--- config.mk ---
export PLATFORM = sky130hd
export DESIGN_NAME = dcds_ctrl
export DESIGN_NICKNAME = d
export VERILOG_FILES = /design/src/hw/rtl/dcds_pkg.sv /design/src/hw/rtl/dcds_ctrl.sv
export SDC_FILE = /design/constraint.sdc
export NUM_CORES = 1
export LEC_CHECK = 0
export BUFFER_PORTS_ARGS = -buffer_cell sky130_fd_sc_hd__buf_2
export CORE_AREA = 2 2 39 41
export CTS_CLUSTER_SIZE = 20
export DETAILED_ROUTE_END_ITERATION = 6
export DIE_AREA = 0 0 41 43
export PLACE_DENSITY = 0.4
export SLEW_MARGIN = 5
export SYNTH_ARGS = -nofsm -noshare
export SYNTH_HDL_FRONTEND = slang
export SYNTH_SLANG_ARGS = --single-unit
--- constraint.sdc ---
create_clock -name clk -period 2.41 [get_ports clk]
set_input_delay 0.482 -clock clk [delete_from_list [all_inputs] [get_ports clk]]
set_output_delay 0.482 -clock clk [all_outputs]
set_load 0.01 [all_outputs]
--- src/hw/rtl/dcds_pkg.sv ---
`timescale 1ns / 1ps
// ----------------------------------------------------------------------------
// dcds_pkg
// Shared types and constants of the descriptor chain DMA sequencer.
// ----------------------------------------------------------------------------
package dcds_pkg;

    localparam int ADDR_W  = 16;
    localparam int COUNT_W = 16;
    localparam int DATA_W  = 32;
    localparam int NEXT_W  = 4;
    localparam int NEXT_N  = 1 << NEXT_W;
    localparam int MODE_W  = 2;
    localparam int KIND_W  = 2;
    localparam int OP_W    = 2;

    localparam logic [KIND_W-1:0] KIND_TICK    = 2'd0;
    localparam logic [KIND_W-1:0] KIND_LOAD    = 2'd1;
    localparam logic [KIND_W-1:0] KIND_RESTART = 2'd2;
    localparam logic [KIND_W-1:0] KIND_UNUSED  = 2'd3;

    localparam logic [MODE_W-1:0] MODE_SUSPENDED = 2'd0;
    localparam logic [MODE_W-1:0] MODE_TRANSFER  = 2'd1;
    localparam logic [MODE_W-1:0] MODE_FORWARD   = 2'd2;
    localparam logic [MODE_W-1:0] MODE_WAIT      = 2'd3;

    localparam logic [OP_W-1:0] OP_NONE  = 2'd0;
    localparam logic [OP_W-1:0] OP_READ  = 2'd1;
    localparam logic [OP_W-1:0] OP_WRITE = 2'd2;

    typedef struct packed {
        logic [NEXT_W-1:0]  next;
        logic [ADDR_W-1:0]  start;
        logic [MODE_W-1:0]  mode;
        logic [COUNT_W-1:0] count;
        logic [ADDR_W-1:0]  stride;
    } desc_t;

    typedef struct packed {
        logic [KIND_W-1:0]  kind;
        logic               enable;
        logic [DATA_W-1:0]  stream_data;
        desc_t              desc;
    } in_item_t;

    typedef struct packed {
        logic [OP_W-1:0]    mem_op;
        logic [ADDR_W-1:0]  mem_addr;
        logic [DATA_W-1:0]  write_data;
        logic               stream_zero;
        logic               done_res;
        logic               load_rejected;
    } out_item_t;

    typedef struct packed {
        logic exec;
        logic fetch;
    } ctl_cmd_t;

    typedef struct packed {
        logic need_fetch;
    } ctl_sts_t;

endpackage

--- src/hw/rtl/dcds_ctrl.sv ---
`timescale 1ns / 1ps
// ----------------------------------------------------------------------------
// dcds_ctrl
// Request/result handshake and the state machine that sequences a step.
// ----------------------------------------------------------------------------
module dcds_ctrl import dcds_pkg::*; (
    input  logic     clk,
    input  logic     rst_n,
    input  logic     in_valid,
    output logic     in_ready,
    output logic     out_valid,
    input  logic     out_ready,
    output ctl_cmd_t cmd,
    input  ctl_sts_t sts
);

    typedef enum logic [1:0] {
        ST_IDLE  = 2'b01,
        ST_FETCH = 2'b10
    } state_t;

    state_t state_reg, state_next;
    logic   out_valid_reg, out_valid_next;
    logic   accept;

    // a new request may enter while the held result leaves
    assign in_ready = (state_reg == ST_IDLE) && (!out_valid_reg || out_ready);
    assign accept   = in_valid && in_ready;

    assign cmd.exec  = accept;
    assign cmd.fetch = (state_reg == ST_FETCH);

    always_comb
    begin
        state_next = state_reg;
        unique case (state_reg)
            ST_IDLE:
            begin
                if (accept && sts.need_fetch)
                begin
                    state_next = ST_FETCH;
                end
            end
            ST_FETCH:
            begin
                state_next = ST_IDLE;
            end
        endcase
    end

    always_comb
    begin
        out_valid_next = out_valid_reg;
        priority if (accept)
        begin
            out_valid_next = 1'b1;
        end
        else if (out_ready)
        begin
            out_valid_next = 1'b0;
        end
        else
        begin
            out_valid_next = out_valid_reg;
        end
    end

    always_ff @(posedge clk or negedge rst_n)
    begin
        if (!rst_n)
        begin
            state_reg     <= ST_IDLE;
            out_valid_reg <= 1'b0;
        end
        else
        begin
            state_reg     <= state_next;
            out_valid_reg <= out_valid_next;
        end
    end

    assign out_valid = out_valid_reg;

endmodule

==> impl_results.md <==
* Number of routed nets with antenna violations at 0
* GPL Wtd Cong at 0.6088
* Ratio of cells with drive above 1 in the final layout at between 70 and 80%
* Max Fclk at ~560 MHz
* FF-to-FF End: state_reg[0]$_DFFE_PN1P_
* Buffers on Ports at 8
* Postcts setup bufs at 0
* Crit. End Element: output port
* Worst Setup EP: cmd[1]
* Iter 0 DRT Violations at 3
* Seq/Total Area, Yosys at between 40 and 50%
* Worst Path Required at between 1500 and 2000 ps
* Clk root buf: clkbuf_4
* Actual slew at the worst max-slew pin at ~120 ps
* CTS Buf Count at 3
* Status: completed
* GRT Resource Usage Total at 5.930%
* Clock Skew at between 0.4 and 0.5 ps
* R2r startpoint: state_reg[0]$_DFFE_PN1P_
* Crit start category: register
* Crit Path Category: register to output port
* Post-layout util at roughly a fifth
* Final min period at between 1500 and 2000 ps
* Crit path from: state_reg[0]$_DFFE_PN1P_
* Final setup TNS at 0 ps
* Initial antenna violation count at 0
* DR pass1 iterations at 2
* Post_cts resized at 0
* Max Cap Viol at 0
* Tcrit/Tclk final at around 74%
* Vias per cell at between 3 and 4
* Leakage at between 0.0001 and 0.00015 uW
* Rows at 14
* Synth Area per Inst at ~13 um2
* Grt total ovfl at 0
* Clk sinks at 3
* H-tree depth at 1
* Critical Path Max Stage Delay at about 520 ps
* Die height at between 40 and 50 um
* Worst hold path class: input port to async pin
* Total Power at 321.6 uW
* PD cells at about 1200 nW/um2
* RSZ-0062 raised after global routing: no
* Final setup vio count at 0
* Syn Std Cell Area at about 190 um2
* WL/cell at a little over 8 um
* Max_slew headroom at 91.67%
* Synthesis Warnings at 0
* R2R depth at 2
* Clk slew on worst S/H paths at ~40 ps
* Unique cell type count in the Yosys netlist at 10
* Largest net degree at the start of global routing at 5
* Crit-path cells: nor2b_4, nor2b_4, and2_1, buf_2
* I/O pin cnt at 9
* DP Area at about 230 um2
* CP max-delay cell: dfstp_2
* Fin. max-slew vios at 0
* Post-route cell area at between 200 and 300 um2
* First-pass GRT wire length at ~570 um
* Worst vdd ir at 0.3203 mV
* Critical Path AT at 1310 ps
* WL final at around 330 um
* CORE AREA at 1384 um2
* Initial Util at ~14%
* Vias in the first global route at 152
* Hold-fix buffers, CTS at 0
* Mapped Nets at 19
* Die area at 1763 um2
* Reg2Reg Setup Slack at about 1500 ps
* Die Wd at around 41 um
* N_diodes at 0
* Nets at 30
* #FFs+latches synth at 3
* Final Hold Fails at 0
* Cell mode on critical path: nor2b_4
* TritonCTS clock tree: built
* Vias after detailed routing at around 140
* Cell count after synthesis at 14
* Max FFs per register at 2
* Crit-path max FO at 4
* Drc violations at 0
* Skew-Pair Late Insertion Delay at around 230 ps
* Clock Tree Buf Depth at 2
* P&R area growth vs syn at 37.75%
## metrics by stage
stage,hold slack [ps],std cells,worst slack [ps]
after detailed placement,281.5,36,863.3
final,36.58,40,620.4
after global routing,24.56,40,564.2
after global placement,277.8,36,873.1
after CTS,30.55,40,612.8
after floorplan,186.4,14,873.5
## worst max-delay path, delay by kind of cell, from the launching register on
family | cells | cell delay (ps)
buffers and inverters | 1 | 120
flip-flops | 1 | 520
AND/OR/NAND/NOR | 3 | 440
## where the power goes
| group | leakage (uW) | switching, uW | total, uW | internal [uW] |
|---|---|---|---|---|
| registers | 0.0000350 | 15.6 | 96.4 | 80.8 |
| clock network | 0.0000150 | 27.8 | 89.9 | 62.2 |
| logic | 0.0000903 | 56.7 | 135 | 78.6 |
| total | 0.000140 | 100 | 322 | 222 |
## layer usage
layer / vias up / share of wire, % / global-route usage, %
li1: 65 / - / -
met1: 57 / 45 / 5.484
met2: 11 / 32 / 5.625
met3: 2 / 16 / 4.712
met4: 0 / 5.5 / 10.00
met5: - / 0 / 0
## layout by cell type (no fill, tap or decap)
cell,netlist,final
and2_1,1,1
dfstp_2,1,1
a21o_1,1,1
clkbuf_4,0,3
buf_2,0,8
nand3b_4,1,1
a21o_2,1,1
and2b_2,1,1
nor2b_4,3,3
dfrtp_1,2,2
clkbuf_1,0,1
a21oi_1,1,1
## how the worst min path moves through the flow
stage | from | end | slack, ps | cells past startpoint
finish | rst_n | out_valid$_DFFE_PN0P_ | 40 | 1
global route | rst_n | out_valid$_DFFE_PN0P_ | 20 | 1
CTS | rst_n | out_valid$_DFFE_PN0P_ | 30 | 1
detailed placement | rst_n | out_valid$_DFFE_PN0P_ | 280 | 1
global placement | rst_n | state_reg[1]$_DFFE_PN0P_ | 280 | 1
floorplan | rst_n | out_valid$_DFFE_PN0P_ | 190 | 0
## logic make-up after synthesis
kind of cell / Yosys count / share of synthesized area [%]
buffers and inverters: 2 / 7.945
AOI/OAI and AO/OA: 3 / 11.26
DFF: 3 / 40.40
and+or+nand+nor: 6 / 40.40
## layout make-up
| class | count | area (um2) |
|---|---|---|
| Clock buffer | 4 | 26.28 |
| Multi-Input combinational cell | 9 | 97.59 |
| Sequential cell | 3 | 76.32 |
| Timing Repair Buffer | 8 | 40.04 |
| Tap cell | 16 | 20.02 |
| Fill cell | 156 | 1124 |
## Yosys cell counts, drive strengths merged
library cell / number / area (um2)
and2: 1 / 6.260
nor2b: 3 / 41.29
dfrtp: 2 / 50.05
and2b: 1 / 8.760
buf: 2 / 15.01
dfstp: 1 / 26.28
nand3b: 1 / 20.02
a21o: 2 / 16.27
a21oi: 1 / 5.000
No activity file was read; power rests on OpenSTA's default activity.
