`src/hw/rtl/dcds_pkg.sv`:
```
`timescale 1ns / 1ps
// ----------------------------------------------------------------------------
// dcds_pkg
// Shared types and constants of the descriptor chain DMA sequencer.
// ----------------------------------------------------------------------------
package dcds_pkg;

    localparam int ADDR_W  = 16;
    localparam int COUNT_W = 16;
    localparam int DATA_W  = 32;
    localparam int NEXT_W  = 4;
    localparam int NEXT_N  = 1 << NEXT_W;
    localparam int MODE_W  = 2;
    localparam int KIND_W  = 2;
    localparam int OP_W    = 2;

    localparam logic [KIND_W-1:0] KIND_TICK    = 2'd0;
    localparam logic [KIND_W-1:0] KIND_LOAD    = 2'd1;
    localparam logic [KIND_W-1:0] KIND_RESTART = 2'd2;
    localparam logic [KIND_W-1:0] KIND_UNUSED  = 2'd3;

    localparam logic [MODE_W-1:0] MODE_SUSPENDED = 2'd0;
    localparam logic [MODE_W-1:0] MODE_TRANSFER  = 2'd1;
    localparam logic [MODE_W-1:0] MODE_FORWARD   = 2'd2;
    localparam logic [MODE_W-1:0] MODE_WAIT      = 2'd3;

    localparam logic [OP_W-1:0] OP_NONE  = 2'd0;
    localparam logic [OP_W-1:0] OP_READ  = 2'd1;
    localparam logic [OP_W-1:0] OP_WRITE = 2'd2;

    typedef struct packed {
        logic [NEXT_W-1:0]  next;
        logic [ADDR_W-1:0]  start;
        logic [MODE_W-1:0]  mode;
        logic [COUNT_W-1:0] count;
        logic [ADDR_W-1:0]  stride;
    } desc_t;

    typedef struct packed {
        logic [KIND_W-1:0]  kind;
        logic               enable;
        logic [DATA_W-1:0]  stream_data;
        desc_t              desc;
    } in_item_t;

    typedef struct packed {
        logic [OP_W-1:0]    mem_op;
        logic [ADDR_W-1:0]  mem_addr;
        logic [DATA_W-1:0]  write_data;
        logic               stream_zero;
        logic               done_res;
        logic               load_rejected;
    } out_item_t;

    typedef struct packed {
        logic exec;
        logic fetch;
    } ctl_cmd_t;

    typedef struct packed {
        logic need_fetch;
    } ctl_sts_t;

endpackage

```
`src/hw/rtl/dcds_ram.sv`:
```
`timescale 1ns / 1ps
// ----------------------------------------------------------------------------
// dcds_ram
// Generic single write port, single read port RAM with registered read.
// ----------------------------------------------------------------------------
module dcds_ram #(
    parameter int WIDTH = 8,
    parameter int DEPTH = 16
) (
    input  logic                     clk,
    input  logic                     we,
    input  logic [$clog2(DEPTH)-1:0] waddr,
    input  logic [WIDTH-1:0]         wdata,
    input  logic [$clog2(DEPTH)-1:0] raddr,
    output logic [WIDTH-1:0]         rdata
);

    logic [WIDTH-1:0] mem [DEPTH];
    logic [WIDTH-1:0] rdata_reg;

    always_ff @(posedge clk)
    begin
        if (we)
        begin
            mem[waddr] <= wdata;
        end
        rdata_reg <= mem[raddr];
    end

    assign rdata = rdata_reg;

endmodule

```
`src/hw/rtl/dcds_datapath.sv`:
```
`timescale 1ns / 1ps
// ----------------------------------------------------------------------------
// dcds_datapath
// Descriptor table, active descriptor copy, address and count registers.
// ----------------------------------------------------------------------------
module dcds_datapath import dcds_pkg::*; #(
    parameter int DESC_DEPTH = 16
) (
    input  logic      clk,
    input  logic      rst_n,
    input  logic      cfg_we,
    input  logic      cfg_wdata,
    input  ctl_cmd_t  cmd,
    output ctl_sts_t  sts,
    input  in_item_t  in_item,
    output out_item_t out_item
);

    localparam int IDX_W  = $clog2(DESC_DEPTH);
    localparam int LCNT_W = $clog2(DESC_DEPTH + 1);
    localparam logic [LCNT_W-1:0] FULL_COUNT = LCNT_W'(DESC_DEPTH);

    logic               direction_reg;
    logic [LCNT_W-1:0]  loaded_reg, loaded_next;
    logic [IDX_W-1:0]   active_reg, active_next;
    logic [ADDR_W-1:0]  addr_reg, addr_next;
    logic [COUNT_W-1:0] remain_reg, remain_next;
    logic               done_reg, done_next;
    logic [NEXT_W-1:0]  next_reg, next_next;
    logic [MODE_W-1:0]  mode_reg, mode_next;
    logic [ADDR_W-1:0]  stride_reg, stride_next;
    logic               fetch_valid_reg;
    out_item_t          out_reg, out_next;

    logic [IDX_W-1:0]   next_map [NEXT_N];
    logic [IDX_W-1:0]   follow_idx;
    logic [COUNT_W-1:0] remain_dec;
    logic               table_full;
    logic               ram_we;
    desc_t              ram_rdata;
    desc_t              fetched;

    // next index folded into the table depth
    for (genvar g = 0; g < NEXT_N; g++)
    begin : g_next_map
        assign next_map[g] = IDX_W'(g % DESC_DEPTH);
    end

    assign follow_idx = next_map[next_reg];
    assign remain_dec = remain_reg - COUNT_W'(1);
    assign table_full = (loaded_reg == FULL_COUNT);
    assign ram_we     = cmd.exec && (in_item.kind == KIND_LOAD) && !table_full;

    dcds_ram #(
        .WIDTH ($bits(desc_t)),
        .DEPTH (DESC_DEPTH)
    ) u_table (
        .clk   (clk),
        .we    (ram_we),
        .waddr (loaded_reg[IDX_W-1:0]),
        .wdata (in_item.desc),
        .raddr (follow_idx),
        .rdata (ram_rdata)
    );

    // entries at or above the fill count read as suspended zeros
    assign fetched = fetch_valid_reg ? ram_rdata : '0;

    always_comb
    begin
        loaded_next     = loaded_reg;
        active_next     = active_reg;
        addr_next       = addr_reg;
        remain_next     = remain_reg;
        done_next       = done_reg;
        next_next       = next_reg;
        mode_next       = mode_reg;
        stride_next     = stride_reg;
        out_next        = out_reg;
        sts.need_fetch  = 1'b0;

        if (cmd.exec)
        begin
            out_next = '0;
            unique case (in_item.kind)
                KIND_RESTART:
                begin
                    loaded_next = '0;
                    active_next = '0;
                    addr_next   = '0;
                    remain_next = '0;
                    done_next   = 1'b0;
                    next_next   = '0;
                    mode_next   = MODE_SUSPENDED;
                    stride_next = '0;
                end
                KIND_LOAD:
                begin
                    if (table_full)
                    begin
                        out_next.load_rejected = 1'b1;
                    end
                    else
                    begin
                        loaded_next = loaded_reg + LCNT_W'(1);
                        if (loaded_reg == '0)
                        begin
                            active_next = '0;
                            addr_next   = in_item.desc.start;
                            remain_next = in_item.desc.count;
                            next_next   = in_item.desc.next;
                            mode_next   = in_item.desc.mode;
                            stride_next = in_item.desc.stride;
                        end
                        else if (active_reg == loaded_reg[IDX_W-1:0])
                        begin
                            // the chain sits on this entry: its next, mode and stride take effect now
                            next_next   = in_item.desc.next;
                            mode_next   = in_item.desc.mode;
                            stride_next = in_item.desc.stride;
                        end
                    end
                end
                KIND_TICK:
                begin
                    if (in_item.enable && (mode_reg != MODE_SUSPENDED))
                    begin
                        if (mode_reg == MODE_TRANSFER)
                        begin
                            out_next.mem_addr = addr_reg;
                            if (direction_reg)
                            begin
                                out_next.mem_op     = OP_WRITE;
                                out_next.write_data = in_item.stream_data;
                            end
                            else
                            begin
                                out_next.mem_op = OP_READ;
                            end
                            addr_next = addr_reg + stride_reg;
                        end
                        else
                        begin
                            out_next.stream_zero = !direction_reg;
                        end
                        remain_next = remain_dec;
                        if (remain_dec == '0)
                        begin
                            done_next      = 1'b1;
                            active_next    = follow_idx;
                            sts.need_fetch = 1'b1;
                        end
                    end
                    else
                    begin
                        out_next.stream_zero = !direction_reg;
                    end
                end
                KIND_UNUSED:
                begin
                end
            endcase
            out_next.done_res = done_next;
        end
        else if (cmd.fetch)
        begin
            addr_next   = fetched.start;
            remain_next = fetched.count;
            next_next   = fetched.next;
            mode_next   = fetched.mode;
            stride_next = fetched.stride;
        end
    end

    always_ff @(posedge clk or negedge rst_n)
    begin
        if (!rst_n)
        begin
            direction_reg   <= 1'b0;
            loaded_reg      <= '0;
            active_reg      <= '0;
            addr_reg        <= '0;
            remain_reg      <= '0;
            done_reg        <= 1'b0;
            next_reg        <= '0;
            mode_reg        <= MODE_SUSPENDED;
            stride_reg      <= '0;
            fetch_valid_reg <= 1'b0;
        end
        else
        begin
            if (cfg_we)
            begin
                direction_reg <= cfg_wdata;
            end
            loaded_reg      <= loaded_next;
            active_reg      <= active_next;
            addr_reg        <= addr_next;
            remain_reg      <= remain_next;
            done_reg        <= done_next;
            next_reg        <= next_next;
            mode_reg        <= mode_next;
            stride_reg      <= stride_next;
            fetch_valid_reg <= (LCNT_W'(follow_idx) < loaded_reg);
        end
    end

    always_ff @(posedge clk)
    begin
        out_reg <= out_next;
    end

    assign out_item = out_reg;

endmodule

```
`config.mk`:
```
export PLATFORM = sky130hd
export DESIGN_NAME = dcds_datapath
export DESIGN_NICKNAME = d
export VERILOG_FILES = /design/src/hw/rtl/dcds_pkg.sv /design/src/hw/rtl/dcds_ram.sv /design/src/hw/rtl/dcds_datapath.sv
export SDC_FILE = /design/constraint.sdc
export NUM_CORES = 1
export LEC_CHECK = 0
export BUFFER_PORTS_ARGS = -buffer_cell sky130_fd_sc_hd__buf_4
export CORE_ASPECT_RATIO = 0.9
export CORE_MARGIN = 2
export CORE_UTILIZATION = 63
export DETAILED_ROUTE_END_ITERATION = 12
export PLACE_DENSITY = 0.81
export SYNTH_ARGS = -nofsm -noshare
export SYNTH_HDL_FRONTEND = slang
export SYNTH_SLANG_ARGS = --single-unit
```
`constraint.sdc`:
```
create_clock -name clk -period 7.6 [get_ports clk]
set_input_delay 0.38 -clock clk [delete_from_list [all_inputs] [get_ports clk]]
set_output_delay 0.38 -clock clk [all_outputs]
set_load 0.01 [all_outputs]
```
==> flow_summary.ini <==
[pwr]
peakVddDrop_v = 0.000297
internal_power_w = 0.0105
pwr-share-clk = 0.349
switchingPower_w = 0.00347
p_seq_frac = 0.489
p_leak_nw = 14.9
switching_share = 0.248
comb_power_share = 0.161
powerDensity_mw_per_mm2 = 310

[drt]
via_per_inst = 6.64
drc = 0
drtAntennaViolNets = 0
num_vias = 19886
drtIter0Drc = 2336
drt_pass1_iterations = 6
routed_wl_mm = 88.2
wl_per_cell_um = 29.4

[global_route]
grt_max_degree = 107
antenna_found_initial = 4
grt_usage = 0.275
grt_pass1_vias = 20313
overflow = 0
grt_pass1_wl_mm = 131

[placed_design]
hpwl_mm = 43.4
dpl_worst_slack_ns = 4.28
placed_area_mm2 = 0.0419
port_buffers = 148
place.gp.congestion = 0.895
dp_cells = 2812

[logic_synthesis]
synth_edf_count = 917
syn_avg_cell_area_um2 = 21.0
syn_area_mm2 = 0.0399
synthAdderAreaFrac = 0.00803
yosys_register_bits = 1037
synth_compound_area_frac = 0.0310
ys_warn_count = 0
synth-xor-area-share = 0.00637
netlist_instances = 1903
synthArstFlopShare = 0.0636
syn_nets = 2023
synthSimpleGateAreaFrac = 0.0320
synth_mux_area_frac = 0.153
synth_top_family_by_area = multiplexers
synth_ff_type = edfxtp_1
synth.distinct_cells = 59
synth-seq-area-share = 0.759

[layout]
drive_gt1_frac = 0.287
antenna_cells = 0
largest_reg_flops = 864
fin_area_mm2 = 0.0451
utilization = 0.721
final_cell_count_no_fill = 2996
fin_nets = 2189
area_growth_pct = 13.2

[cts]
cts_made_buffers = 96
cts_tree = built
clockBufferDepth = 3
hold_buffers = 4
postCtsSetupRepairBufs = 0
htreeDepth = 3
cts_resized = 0
cts_root_buffer = clkbuf_16
path_clk_slew_ns = 0.06
clk_latency_ns = 0.65
cts.sinks = 1037

[timing]
final-setup-viol-count = 0
fin_ws_ns = 3.60
finClkSkew_ns = 0.0238
rsz0062_at_grt = no
hold_violations = 0
fin_crit_ns = 4.00
slew-limit-headroom = 0.180
worst_pin_slew_ns = 1.23
fmax_ghz = 0.250
slew_viol_final = 0
finalSetupTns_ns = 0
timing.final.crit_share = 0.526

[critical_path]
cp.required_ns = 7.22
worstPathArrival_ns = 3.62
cp_max_fo = 10
start_kind = flip-flop
worstSetupEndpointType = primary output
r2r_slack_ns = 4.33
crit_type = flip-flop to primary output

[min_path]
hp-class = input port to flip-flop

[die]
dieHeight_um = 243
rows = 87
core_area_mm2 = 0.0626
start_util = 0.637
die_w_um = 269
ioPinCount = 149
die_area_mm2 = 0.0653

[flow_run]
maxCapViolations = 0

[run_status]
status = complete, no violations
-- synth_stat cells (3+ instances only) --
cell type    n  area, um^2
a211oi_1     4        30.0
a21o_1       4        30.0
a21oi_1     54         270
a221oi_1    21         184
a222oi_1     4        40.0
a22o_1       5        43.8
a22oi_1     26         195
a31oi_1      5        31.3
and2_1      48         300
and3_1      19         119
buf_1       24        90.1
clkbuf_1    71         267
dfrtp_1     66        1650
dfxtp_1     54        1080
edfxtp_1   917       27500
ha_1        24         300
inv_1       15        56.3
mux4_2     270        6080
nand2_1     30         113
nand2b_1     7        43.8
nand3_1      4        20.0
nand4_1      5        31.3
nor2_1      80         300
nor2b_1      5        31.3
nor3_1      15        75.1
o21a_1       8        60.1
o21ai_0     29         145
o21bai_1     4        30.0
o22ai_1     13        81.3
or2_2        3        18.8
or3_1        7        43.8
xnor2_1     17         149
xor2_1      12         105
-- through the flow --
step	power, W	hold WS (ns)
after floorplan	0.00851	0.0844
after global placement	0.00912	0.481
after detailed placement	0.00919	0.494
after CTS	0.0141	0.00364
after global routing	0.0145	0.00162
final	0.0140	0.0315
-- power groups by stage --
stage	Clock (W)	Combinational [W]	Sequential (W)
finish	0.00489	0.00226	0.00685
global route	0.00515	0.00243	0.00688
CTS	0.00494	0.00227	0.00685
detailed placement	0	0.00223	0.00696
global placement	0	0.00217	0.00695
floorplan	0	0.00177	0.00675
-- path summary, 6_finish.rpt --
check / startpoint / endpoint / depth (start not counted)
max: remain_reg[2] / sts / 7
min: in_item[75] / out_item[24] / 2
max reg2reg: loaded_reg[1] / stride_reg[9] / 8
min reg2reg: u_table.rdata[34] / addr_reg[0] / 2
max in group asynchronous: rst_n / next_reg[0] / 2
min in group asynchronous: rst_n / stride_reg[3] / 2
-- critical path, cell delays in order (launching register included) --
cell and delay, ns:
dfrtp_1 0.48, nor4_4 0.61, nand4_4 0.19, or3_4 0.39, a221o_1 0.38, or4_4 0.56
nor2_4 0.18, buf_4 0.19
-- placed cells by master (no fill, tap or decap), types with 16 or more instances in the layout --
cell type and count:
a21oi_1 54, a221oi_1 21, a22oi_1 26, and2_1 35
and3_1 16, buf_4 160, clkbuf_1 23, clkbuf_16 97
clkinv_2 20, dfrtp_1 62, dfxtp_1 54, edfxtp_1 917
ha_1 24, mux4_2 270, nand2_1 30, nor2_1 79
o21ai_0 28, xnor2_1 17
-- kinds of logic after synthesis --
logic type	after synthesis
adders and majority gates	25
xor gates and xnor gates	29
AOI/OAI and AO/OA	188
DFF	1037
buffers and inverters	112
and+or+nand+nor	240
muxes	272
-- final cells by class --
cell class / instances / area (um^2)
sequential: 1037 / 30300
fill: 3486 / 17500
multi-input combinational: 754 / 9270
clock buffer: 129 / 2640
timing repair buffer: 165 / 1260
tap: 845 / 1060
clock inverter: 51 / 577
inverter: 15 / 56.3
-- per-layer routing --
layer	track usage	up-vias	wire length, um
li1	-	8230	-
met2	0.433	1151	43000
met3	0.0726	189	8660
met1	0.385	10308	33800
met5	0	-	46
met4	0.0904	8	2660
(Power assumes the default switching activity.)
